$ cat src/bsr_pkg.sv
// Shared types and constants for the bridge converter serial reader.
// No dependencies; imported by every module of the block.
package bsr_pkg;

    localparam int CFG_INDEX_W = 3;
    localparam int CFG_DATA_W  = 32;
    localparam int RAW_W       = 24;
    localparam int SCALED_W    = 40;
    localparam int TICK_W      = 20;

    localparam logic [CFG_INDEX_W-1:0] CFG_HALF_PERIOD   = 3'd0;
    localparam logic [CFG_INDEX_W-1:0] CFG_READY_TIMEOUT = 3'd1;
    localparam logic [CFG_INDEX_W-1:0] CFG_SETTLE        = 3'd2;
    localparam logic [CFG_INDEX_W-1:0] CFG_PULSES_A      = 3'd3;
    localparam logic [CFG_INDEX_W-1:0] CFG_PULSES_B      = 3'd4;
    localparam logic [CFG_INDEX_W-1:0] CFG_SCALE_A       = 3'd5;
    localparam logic [CFG_INDEX_W-1:0] CFG_SCALE_B       = 3'd6;

    localparam logic [7:0]        RST_HALF_PERIOD   = 8'd1;
    localparam logic [TICK_W-1:0] RST_READY_TIMEOUT = 20'd100000;
    localparam logic [TICK_W-1:0] RST_SETTLE        = 20'd100000;
    localparam logic [1:0]        RST_PULSES_A      = 2'd2;
    localparam logic [1:0]        RST_PULSES_B      = 2'd3;
    localparam logic signed [31:0] RST_SCALE        = 32'sd65536;

    localparam logic STATUS_OK      = 1'b0;
    localparam logic STATUS_TIMEOUT = 1'b1;

    typedef struct packed {
        logic dout_level;
        logic start_req;
    } tick_t;

    typedef struct packed {
        logic sck_level;
        logic busy_res;
        logic done_res;
        logic status;
    } flags_t;

    typedef struct packed {
        logic                       sck_level;
        logic                       busy_res;
        logic                       done_res;
        logic                       status;
        logic signed [RAW_W-1:0]    raw_a;
        logic signed [RAW_W-1:0]    raw_b;
        logic signed [SCALED_W-1:0] scaled_a;
        logic signed [SCALED_W-1:0] scaled_b;
    } result_t;

endpackage

$ cat src/bridge_adc_serial_reader.sv
// Top level of the bridge converter serial reader: configuration registers,
// sequencing state machine and first pipeline stage. Depends on bsr_pkg, bsr_scale.
//
// Usage:
//   tick channel   : one request per timing tick (data line level, start request).
//   result channel : exactly one result per tick, in tick order: clock line level,
//                    busy, done strobe, status and, on a good finish, both
//                    sign-extended readings and their Q16.16 scaled values.
//   cfg port       : write enable, register index, 32-bit data; write only when
//                    the block is idle and the result pipeline has drained.
// Throughput: one tick per cycle while result_ready stays high; the state
// machine step and the two 24x32 multipliers sit in separate register stages.
// Path: an accepted tick is registered in the stage register, then in the result
// register, from which the result handshake is taken.
// Reset: sequencer idle, clock line low, registers at their defaults, both
// pipeline stages empty.
// Stall: when the receiver holds result_ready low the result register holds,
// the stage register fills, then tick_ready drops until the receiver resumes.
module bridge_adc_serial_reader
    import bsr_pkg::*;
#(
    parameter int DATA_BITS = 24
) (
    input  logic                   clk,
    input  logic                   rst_n,
    input  logic                   tick_valid,
    output logic                   tick_ready,
    input  tick_t                  tick,
    output logic                   result_valid,
    input  logic                   result_ready,
    output result_t                result,
    input  logic                   cfg_write_en,
    input  logic [CFG_INDEX_W-1:0] cfg_index,
    input  logic [CFG_DATA_W-1:0]  cfg_data
);

    localparam int BitCntW = $clog2(DATA_BITS + 1);

    typedef enum logic [2:0] {
        ST_IDLE,
        ST_WAIT,
        ST_HIGH,
        ST_LOW,
        ST_PULSE_HIGH,
        ST_PULSE_LOW,
        ST_SETTLE
    } phase_t;

    logic [7:0]          half_period_reg;
    logic [TICK_W-1:0]   timeout_reg;
    logic [TICK_W-1:0]   settle_reg;
    logic [1:0]          pulses_a_reg;
    logic [1:0]          pulses_b_reg;
    logic signed [31:0]  scale_a_reg;
    logic signed [31:0]  scale_b_reg;

    phase_t                phase_reg,   phase_next;
    logic [TICK_W-1:0]     tick_reg,    tick_next;
    logic [BitCntW-1:0]    bit_reg,     bit_next;
    logic [1:0]            pulse_reg,   pulse_next;
    logic [DATA_BITS-1:0]  shift_reg,   shift_next;
    logic                  second_reg,  second_next;
    logic [DATA_BITS-1:0]  held_reg,    held_next;
    logic                  sck_reg,     sck_next;

    logic                  stage_valid_reg;
    flags_t                stage_flags_reg;
    logic [DATA_BITS-1:0]  stage_a_reg;
    logic [DATA_BITS-1:0]  stage_b_reg;

    logic                  stage_ready;
    logic                  accept;
    logic                  done;
    logic                  timed_out;
    logic                  finish;
    logic [DATA_BITS-1:0]  reading_a;
    logic [DATA_BITS-1:0]  reading_b;
    logic [7:0]            half_period;
    logic [TICK_W:0]       tick_inc;
    logic                  half_done;
    logic [1:0]            target;
    logic [1:0]            pulse_inc;
    logic [BitCntW-1:0]    bit_inc;

    assign tick_ready = !stage_valid_reg || stage_ready;
    assign accept     = tick_valid && tick_ready;

    always_ff @(posedge clk or negedge rst_n)
    begin
        if (!rst_n)
        begin
            half_period_reg <= RST_HALF_PERIOD;
            timeout_reg     <= RST_READY_TIMEOUT;
            settle_reg      <= RST_SETTLE;
            pulses_a_reg    <= RST_PULSES_A;
            pulses_b_reg    <= RST_PULSES_B;
            scale_a_reg     <= RST_SCALE;
            scale_b_reg     <= RST_SCALE;
        end
        else if (cfg_write_en)
        begin
            case (cfg_index)
                CFG_HALF_PERIOD:   half_period_reg <= cfg_data[7:0];
                CFG_READY_TIMEOUT: timeout_reg     <= cfg_data[TICK_W-1:0];
                CFG_SETTLE:        settle_reg      <= cfg_data[TICK_W-1:0];
                CFG_PULSES_A:      pulses_a_reg    <= cfg_data[1:0];
                CFG_PULSES_B:      pulses_b_reg    <= cfg_data[1:0];
                CFG_SCALE_A:       scale_a_reg     <= $signed(cfg_data);
                CFG_SCALE_B:       scale_b_reg     <= $signed(cfg_data);
                default:           ;
            endcase
        end
    end

    assign half_period = (half_period_reg == 8'd0) ? 8'd1 : half_period_reg;
    assign tick_inc    = {1'b0, tick_reg} + {{TICK_W{1'b0}}, 1'b1};
    assign half_done   = tick_inc >= {{(TICK_W-7){1'b0}}, half_period};
    assign target      = second_reg ? pulses_b_reg : pulses_a_reg;
    assign pulse_inc   = pulse_reg + 2'd1;
    assign bit_inc     = bit_reg + {{(BitCntW-1){1'b0}}, 1'b1};

    always_comb
    begin
        phase_next  = phase_reg;
        tick_next   = tick_reg;
        bit_next    = bit_reg;
        pulse_next  = pulse_reg;
        shift_next  = shift_reg;
        second_next = second_reg;
        held_next   = held_reg;
        sck_next    = sck_reg;
        done        = 1'b0;
        timed_out   = 1'b0;
        finish      = 1'b0;
        reading_a   = '0;
        reading_b   = '0;

        case (phase_reg)
            ST_IDLE:
            begin
                if (tick.start_req)
                begin
                    phase_next  = ST_WAIT;
                    tick_next   = '0;
                    second_next = 1'b0;
                end
                sck_next = 1'b0;
            end
            ST_WAIT:
            begin
                if (!tick.dout_level)
                begin
                    phase_next = ST_HIGH;
                    tick_next  = '0;
                    bit_next   = '0;
                    shift_next = '0;
                    sck_next   = 1'b1;
                end
                else
                begin
                    tick_next = tick_inc[TICK_W-1:0];
                    if (tick_inc[TICK_W-1:0] >= timeout_reg)
                    begin
                        phase_next = ST_IDLE;
                        tick_next  = '0;
                        done       = 1'b1;
                        timed_out  = 1'b1;
                    end
                end
            end
            ST_HIGH:
            begin
                tick_next = tick_inc[TICK_W-1:0];
                if (half_done)
                begin
                    shift_next = {shift_reg[DATA_BITS-2:0], tick.dout_level};
                    tick_next  = '0;
                    sck_next   = 1'b0;
                    phase_next = ST_LOW;
                end
            end
            ST_LOW:
            begin
                tick_next = tick_inc[TICK_W-1:0];
                if (half_done)
                begin
                    tick_next = '0;
                    bit_next  = bit_inc;
                    if (bit_inc >= BitCntW'(DATA_BITS))
                    begin
                        pulse_next = '0;
                        if (target == 2'd0)
                        begin
                            finish = 1'b1;
                        end
                        else
                        begin
                            phase_next = ST_PULSE_HIGH;
                            sck_next   = 1'b1;
                        end
                    end
                    else
                    begin
                        phase_next = ST_HIGH;
                        sck_next   = 1'b1;
                    end
                end
            end
            ST_PULSE_HIGH:
            begin
                tick_next = tick_inc[TICK_W-1:0];
                if (half_done)
                begin
                    tick_next  = '0;
                    sck_next   = 1'b0;
                    phase_next = ST_PULSE_LOW;
                end
            end
            ST_PULSE_LOW:
            begin
                tick_next = tick_inc[TICK_W-1:0];
                if (half_done)
                begin
                    tick_next  = '0;
                    pulse_next = pulse_inc;
                    if (pulse_inc >= target)
                    begin
                        finish = 1'b1;
                    end
                    else
                    begin
                        phase_next = ST_PULSE_HIGH;
                        sck_next   = 1'b1;
                    end
                end
            end
            ST_SETTLE:
            begin
                tick_next = tick_inc[TICK_W-1:0];
                if (tick_inc >= {1'b0, settle_reg})
                begin
                    tick_next  = '0;
                    phase_next = ST_WAIT;
                end
            end
            default:
            begin
                phase_next = ST_IDLE;
                sck_next   = 1'b0;
            end
        endcase

        if (finish)
        begin
            tick_next = '0;
            sck_next  = 1'b0;
            if (!second_reg)
            begin
                held_next   = shift_reg;
                second_next = 1'b1;
                phase_next  = (settle_reg != '0) ? ST_SETTLE : ST_WAIT;
            end
            else
            begin
                phase_next = ST_IDLE;
                done       = 1'b1;
                reading_a  = held_reg;
                reading_b  = shift_reg;
            end
        end
    end

    always_ff @(posedge clk or negedge rst_n)
    begin
        if (!rst_n)
        begin
            phase_reg       <= ST_IDLE;
            tick_reg        <= '0;
            bit_reg         <= '0;
            pulse_reg       <= '0;
            shift_reg       <= '0;
            second_reg      <= 1'b0;
            held_reg        <= '0;
            sck_reg         <= 1'b0;
            stage_valid_reg <= 1'b0;
            stage_flags_reg <= '0;
            stage_a_reg     <= '0;
            stage_b_reg     <= '0;
        end
        else
        begin
            if (tick_ready)
            begin
                stage_valid_reg <= accept;
            end
            if (accept)
            begin
                phase_reg                 <= phase_next;
                tick_reg                  <= tick_next;
                bit_reg                   <= bit_next;
                pulse_reg                 <= pulse_next;
                shift_reg                 <= shift_next;
                second_reg                <= second_next;
                held_reg                  <= held_next;
                sck_reg                   <= sck_next;
                stage_flags_reg.sck_level <= sck_next;
                stage_flags_reg.busy_res  <= (phase_next != ST_IDLE);
                stage_flags_reg.done_res  <= done;
                stage_flags_reg.status    <= timed_out ? STATUS_TIMEOUT : STATUS_OK;
                stage_a_reg               <= reading_a;
                stage_b_reg               <= reading_b;
            end
        end
    end

    bsr_scale #(
        .DATA_BITS (DATA_BITS)
    ) u_scale (
        .clk          (clk),
        .rst_n        (rst_n),
        .stage_valid  (stage_valid_reg),
        .stage_ready  (stage_ready),
        .stage_flags  (stage_flags_reg),
        .reading_a    (stage_a_reg),
        .reading_b    (stage_b_reg),
        .scale_a      (scale_a_reg),
        .scale_b      (scale_b_reg),
        .result_valid (result_valid),
        .result_ready (result_ready),
        .result       (result)
    );

endmodule

$ cat src/bsr_scale.sv
// Output stage of the serial reader: Q16.16 scaling of both readings and
// the result register with its handshake. Depends on bsr_pkg.
module bsr_scale
    import bsr_pkg::*;
#(
    parameter int DATA_BITS = 24
) (
    input  logic                  clk,
    input  logic                  rst_n,
    input  logic                  stage_valid,
    output logic                  stage_ready,
    input  flags_t                stage_flags,
    input  logic [DATA_BITS-1:0]  reading_a,
    input  logic [DATA_BITS-1:0]  reading_b,
    input  logic signed [31:0]    scale_a,
    input  logic signed [31:0]    scale_b,
    output logic                  result_valid,
    input  logic                  result_ready,
    output result_t               result
);

    localparam int ProdW = DATA_BITS + 32;

    logic                   valid_reg;
    result_t                result_reg;
    result_t                result_next;
    logic                   advance;
    logic signed [ProdW-1:0] prod_a;
    logic signed [ProdW-1:0] prod_b;
    logic signed [63:0]     prod_a_ext;
    logic signed [63:0]     prod_b_ext;
    logic signed [63:0]     sext_a;
    logic signed [63:0]     sext_b;

    assign advance     = !valid_reg || result_ready;
    assign stage_ready = advance;

    assign prod_a     = ProdW'($signed(reading_a)) * ProdW'(scale_a);
    assign prod_b     = ProdW'($signed(reading_b)) * ProdW'(scale_b);
    assign prod_a_ext = 64'(prod_a);
    assign prod_b_ext = 64'(prod_b);
    assign sext_a     = 64'($signed(reading_a));
    assign sext_b     = 64'($signed(reading_b));

    always_comb
    begin
        result_next.sck_level = stage_flags.sck_level;
        result_next.busy_res  = stage_flags.busy_res;
        result_next.done_res  = stage_flags.done_res;
        result_next.status    = stage_flags.status;
        result_next.raw_a     = sext_a[RAW_W-1:0];
        result_next.raw_b     = sext_b[RAW_W-1:0];
        result_next.scaled_a  = prod_a_ext[SCALED_W+15:16];
        result_next.scaled_b  = prod_b_ext[SCALED_W+15:16];
    end

    always_ff @(posedge clk or negedge rst_n)
    begin
        if (!rst_n)
        begin
            valid_reg <= 1'b0;
        end
        else if (advance)
        begin
            valid_reg <= stage_valid;
        end
    end

    always_ff @(posedge clk)
    begin
        if (advance && stage_valid)
        begin
            result_reg <= result_next;
        end
    end

    assign result_valid = valid_reg;
    assign result       = result_reg;

endmodule

$ cat config.mk
export PLATFORM = sky130hd
export DESIGN_NAME = bridge_adc_serial_reader
export DESIGN_NICKNAME = d
export VERILOG_FILES = /design/src/bsr_pkg.sv /design/src/bridge_adc_serial_reader.sv /design/src/bsr_scale.sv
export SDC_FILE = /design/constraint.sdc
export NUM_CORES = 2
export LEC_CHECK = 0
export BUFFER_PORTS_ARGS = -buffer_cell sky130_fd_sc_hd__buf_2
export CORE_ASPECT_RATIO = 1.1
export CORE_MARGIN = 3
export CORE_UTILIZATION = 55
export CTS_CLUSTER_DIAMETER = 200
export DETAILED_ROUTE_END_ITERATION = 8
export GPL_ROUTABILITY_DRIVEN = 0
export PLACE_DENSITY = 0.71
export SLEW_MARGIN = 20
export SYNTH_ARGS = -nofsm -noshare
export SYNTH_HDL_FRONTEND = slang
export SYNTH_SLANG_ARGS = --single-unit
$ cat constraint.sdc
create_clock -name clk -period 6.4 [get_ports clk]
set_input_delay 0.64 -clock clk [delete_from_list [all_inputs] [get_ports clk]]
set_output_delay 0.64 -clock clk [all_outputs]
set_load 0.005 [all_outputs]
# After elaboration in Yosys (flattened, before gate mapping)
# Cells that the tools add are included.
# Widths: inputs -> output; s select.
dict set report totals {
  reg_bits 381
  latchBits 0
  ram_bits 0
  rom_bits 0
  in_bits 42
  mem_count 0
}
dict set report op_classes {
  addsub 3
  mul 2
  div 0
  n_lt_le_gt_ge 5
  n_eq_ne 25
  n_shift 0
  n_mux 63
  bitwise 1
  reduce_logical 31
}
# op count
set op_table {}
lappend op_table {{$mux 24} 6}
lappend op_table {{$mux 20} 6}
lappend op_table {{$mul 24x32->56} 2}
lappend op_table {{$pmux 20 s4} 1}
lappend op_table {{$pmux 24 s2} 1}
lappend op_table {{$mux 3} 14}
lappend op_table {{$mux 1} 23}
lappend op_table {{$add 20x1->21 const B} 1}
lappend op_table {{$ge 21x20->1} 1}
lappend op_table {{$ge 21x8->1} 1}
lappend op_table {{$pmux 3 s7} 1}
lappend op_table {{$ge 20x20->1} 1}
lappend op_table {{$reduce_bool 20->1} 1}
lappend op_table {{$eq 3x3->1 const B} 6}
lappend op_table {{$ne 3x3->1 const B} 5}
lappend op_table {{$reduce_and 2->1} 7}
lappend op_table {{$eq 3x2->1 const B} 4}
lappend op_table {{$ne 2x2->1 const B} 6}
lappend op_table {{$mux 5} 2}
lappend op_table {{$pmux 5 s2} 1}
lappend op_table {{$logic_not 8->1} 1}
lappend op_table {{$mux 2} 4}
lappend op_table {{$mux 8} 1}
lappend op_table {{$reduce_and 4->1} 2}
lappend op_table {{other kinds (24)} 32}

# Depth between registers and ports, before layout
dict set report depth {
  word_depth 8
  ltp_mapped 27
  ltp_nobuf 25
}

# By module
# From an unflattened synthesis, not the netlist that was laid out.
dict set report hier_totals {
  hier_cells 6881
  area_unflattened_um2 68344.3
}
# module instances cells_each area_each_um2
set by_module_without_submodules {}
lappend by_module_without_submodules {bsr_scale 1 5779 56267.7}
lappend by_module_without_submodules {bridge_adc_serial_reader 1 1102 12076.6}

# Worst setup path after synthesis
# OpenSTA, ideal clock, no wires.
dict set report synth_timing {
  kind {register to register}
  from {register scale_b_reg[31]}
  to {register u_scale.result_reg (netlist bit u_scale.result[39]) (data pin)}
  arrival_ns 6.901
  path_slack_ns -0.636
  path_stages_with_launch 23
  path_buffers 1
  synth_period_minus_slack_ns 7.036
  cell_sequence {dfrtp_1 -> clkbuf_1 -> nand2_1 -> inv_1 -> fa_1 -> fa_1 -> inv_1 -> fa_1 -> inv_1 -> fa_1 -> fa_1 -> fa_1 -> fa_1 -> ha_1 -> a21oi_1 -> nor2b_1 -> o21ai_0 -> nand2b_1 -> a21o_1 -> a221oi_1 -> o21ai_0 -> a2111o_1 -> nand3_1}
}
dict set report synth_between {
  elab_chain_len 1
}
# item line_no
set synth_rtl {}
lappend synth_rtl {{start: declaration} bridge_adc_serial_reader.sv:55} ;# logic signed [31:0] scale_b_reg;
lappend synth_rtl {{start signal: assignment} bridge_adc_serial_reader.sv:109} ;# CFG_SCALE_B: scale_b_reg <= $signed(cfg_data);
lappend synth_rtl {{$mul 24x32->56} bsr_scale.sv:39} ;# assign prod_b = ProdW'($signed(reading_b)) * ProdW'(scale_b);
lappend synth_rtl {{via u_scale.prod_b[55]} bsr_scale.sv:29} ;# logic signed [ProdW-1:0] prod_b;
lappend synth_rtl {{end signal: assignment} bsr_scale.sv:73} ;# result_reg <= result_next;
lappend synth_rtl {{end: declaration} bsr_scale.sv:25} ;# result_t result_reg;
# The timed path passes the listed nets, and every way through them passes these cells.
# A chain may end at the register's enable or synchronous reset.

# Worst setup path after layout
dict set report layout_timing {
  from {register scale_b_reg[7]}
  to {register u_scale.result_reg (netlist bit u_scale.result[38]) (data pin)}
}
# The elaborated chain is that of the path after synthesis.

==> impl_metrics.yaml <==
status:
  run_status: "finished, violations left"
  violations: "negative setup slack"
layout:
  fin_nets: 9629
  area_growth_syn_to_layout_pct: 19.31
  post-route-util: 0.6615
  final_cells: 9367
  largest_register_ffs: 132
  layout-drive-gt1-share: 0.2182
  design_area_um2: 81570
global_routing:
  grt_pass1_vias: 54771
  grt_max_degree: 146
  grt_use_total: 0.2923
  grt.overflow.total: 0
  grt_pass1_wl_um: 294900
  antenna_found_initial: 11
routing:
  routed_wl_um: 183100
  drc_errors: 0
  firstDrtPassIters: 6
  drtAntennaViolNets: 0
  drt-wirelength-per-cell_um: 19.55
  drtIter0Drc: 3671
  routed-via-count: 50288
  vias_per_cell: 5.369
worst_setup_path:
  crit_cells: 28
  critPathMostFrequentCell: "fa_1"
  worstPathMaxFanout: 5
  critPathRequiredTime_ns: 6.83
  path_buf_inv: 10
  cp_slowest_stage_delay_ns: 0.56
  worstReg2RegStart: "scale_b_reg[7]"
  rr_worst_depth: 28
  cp-end-kind: "register"
  cpLargestDelayFamily: "adder cells"
  rr_endpoint: "u_scale.result[38]"
  crit_type: "reg2reg"
  crit_start: "scale_b_reg[7]"
  cp-start-kind: "register"
  crit_path_end: "u_scale.result[38]"
  critPathSlowestCell: "fa_1"
  critPathArrivalTime_ns: 7.42
  reg2reg_slack_ns: -0.60
synthesis:
  yosys.cell_types.count: 76
  yosysTopAreaCell: "fa_1"
  ys_top_cells_by_area: "fa_1 (46%), inv_1 (8.9%), dfrtp_1 (8.5%)"
  synth.top_cell.area_share: 0.4580
  synth_nets: 8895
  yosysWarnings: 0
  synthArstFlopShare: 0.6535
  synth_area_um2: 68370
  avgSynthCellArea_um2: 9.845
  synth-seq-cells: 381
  synth_edf_count: 132
  ys.flop_type: "dfrtp_1"
  synth-seq-area-share: 0.1495
  synthCells: 6944
worst_hold_path:
  hold_class: "in2reg"
  min_from: "tick_valid"
timing:
  hold_viol_final: 0
  final_max_slew_viol_count: 0
  tightestPinTransition_ns: 1.047
  relSlewSlack: 0.3019
  layout_setup_ws_ns: -0.5976
  min_period_ns: 6.998
  rsz0062_at_grt: "true"
  fmax_mhz: 142.9
  skew_ns: 0.04125
  setup_viol: 65
  hold_ws_ns: 0.1979
  finalCritPeriodShare: 1.093
  totalNegativeSetupSlack_ns: -23.21
die:
  dieArea_um2: 128600
  die_x_um: 342.2
  num_io_pins: 176
  core_um2: 123300
  die_h_um: 375.8
  rows: 135
  start_util: 0.5544
power:
  ir_drop_v: 0.0002350
  power_density_nw_per_um2: 103.0
  total_power_mw: 8.402
  p_leak_nw: 41.78
placement:
  postPlaceCellArea_um2: 76180
  dp_hpwl_um: 146900
  place_inst: 9126
  pre_cts_slack_ns: -1.108
  portBuffers: 175
job:
  cap_violations: 0
cts:
  cts_buffers: 49
  cts_max_level: 2
  root_buffer: "clkbuf_16"
  cts_tree: "yes"
  clock-sinks: 381
  clock_path_buffers: 3
  clk-insertion-delay-late_ns: 0.68
  clk_pin_slew_ns: 0.07
worst min path at each step:
stage / end / slack, ns / cells past startpoint
after floorplan: bit_reg[0] / 0.34 / 0
after global placement: u_scale.result[128] / 0.44 / 0
after detailed placement: u_scale.result[128] / 0.44 / 0
after CTS: stage_valid_reg / 0.16 / 2
after global routing: stage_valid_reg / 0.20 / 2
final: stage_valid_reg / 0.20 / 2
cells in the mapped netlist, types with 33 or more instances:
cell and n:
a21o_1 52, a21oi_1 94, a22o_1 56, and2_1 719, clkbuf_1 315, dfrtp_1 231
edfxtp_1 132, fa_1 1564, ha_1 345, inv_1 1618, mux2_2 76, nand2_1 931
nand2b_1 41, nand3_1 46, nor2_1 127, o21ai_0 147, xnor2_1 88, xor2_1 33
worst register-to-register path: cells and delay by family (launching register included):
kind	cells	cell delay [ns]
AO/OA/AOI/OAI	6	0.91
adder cells (fa/ha/maj)	8	3.89
XOR/XNOR	1	0.12
flip-flops	1	0.49
AND/OR/NAND/NOR	3	0.39
buffers and inverters	10	0.94
area by class of cell:
cell class	count	area, um2
multi-input cells	4610	52850
fillers	9377	41740
flip-flops and latches	381	10290
repair buffers	1016	8504
inverters	1620	6100
well taps	1644	2057
clock buffers	62	1431
clock inverters	29	324.1
diodes	5	12.51
layout by cell type (no fill, tap or decap), types with 51 or more instances in the layout:
cell,instances
inv_1,1558
fa_1,1481
nand2_1,916
and2_1,668
buf_4,655
ha_1,296
buf_2,179
dfrtp_1,175
edfxtp_1,132
nor2_1,114
o21ai_0,109
buf_6,105
fa_2,83
xnor2_1,81
mux2_2,76
buf_12,67
a22o_1,56
dfrtp_2,56
clkbuf_16,55
inv_2,54
and2_4,51
where the power goes:
part / switching, mW / internal, mW / total, mW
Combinational: 1.28 / 0.867 / 2.15
Clock: 1.35 / 1.71 / 3.05
Sequential: 0.362 / 2.84 / 3.20
layer usage:
| layer | part of all wire | track usage |
|---|---|---|
| met3 | 0.076 | 0.05468 |
| met2 | 0.50 | 0.4933 |
| met1 | 0.39 | 0.3851 |
| met4 | 0.033 | 0.08931 |
| met5 | 0.00027 | 0 |
cell families after synthesis:
kind of cell    share of synthesized area
xor+xnor                          0.01550
buf+inv                            0.1077
mux                               0.01662
simple gates                       0.1434
fa+ha+maj                          0.5211
flops                              0.1495
compound gates                    0.04619
repair_timing:
item                       in CTS  in global routing
setup endpoints to repair      74                 76
hold endpoints to repair        1                  0
buffers inserted              100                 57
pin swaps                     261                180
gates cloned                    2                  2
gates resized for setup       445                204
hold buffers                    1                  0
Note: power is estimated with default switching activity, not from simulation.
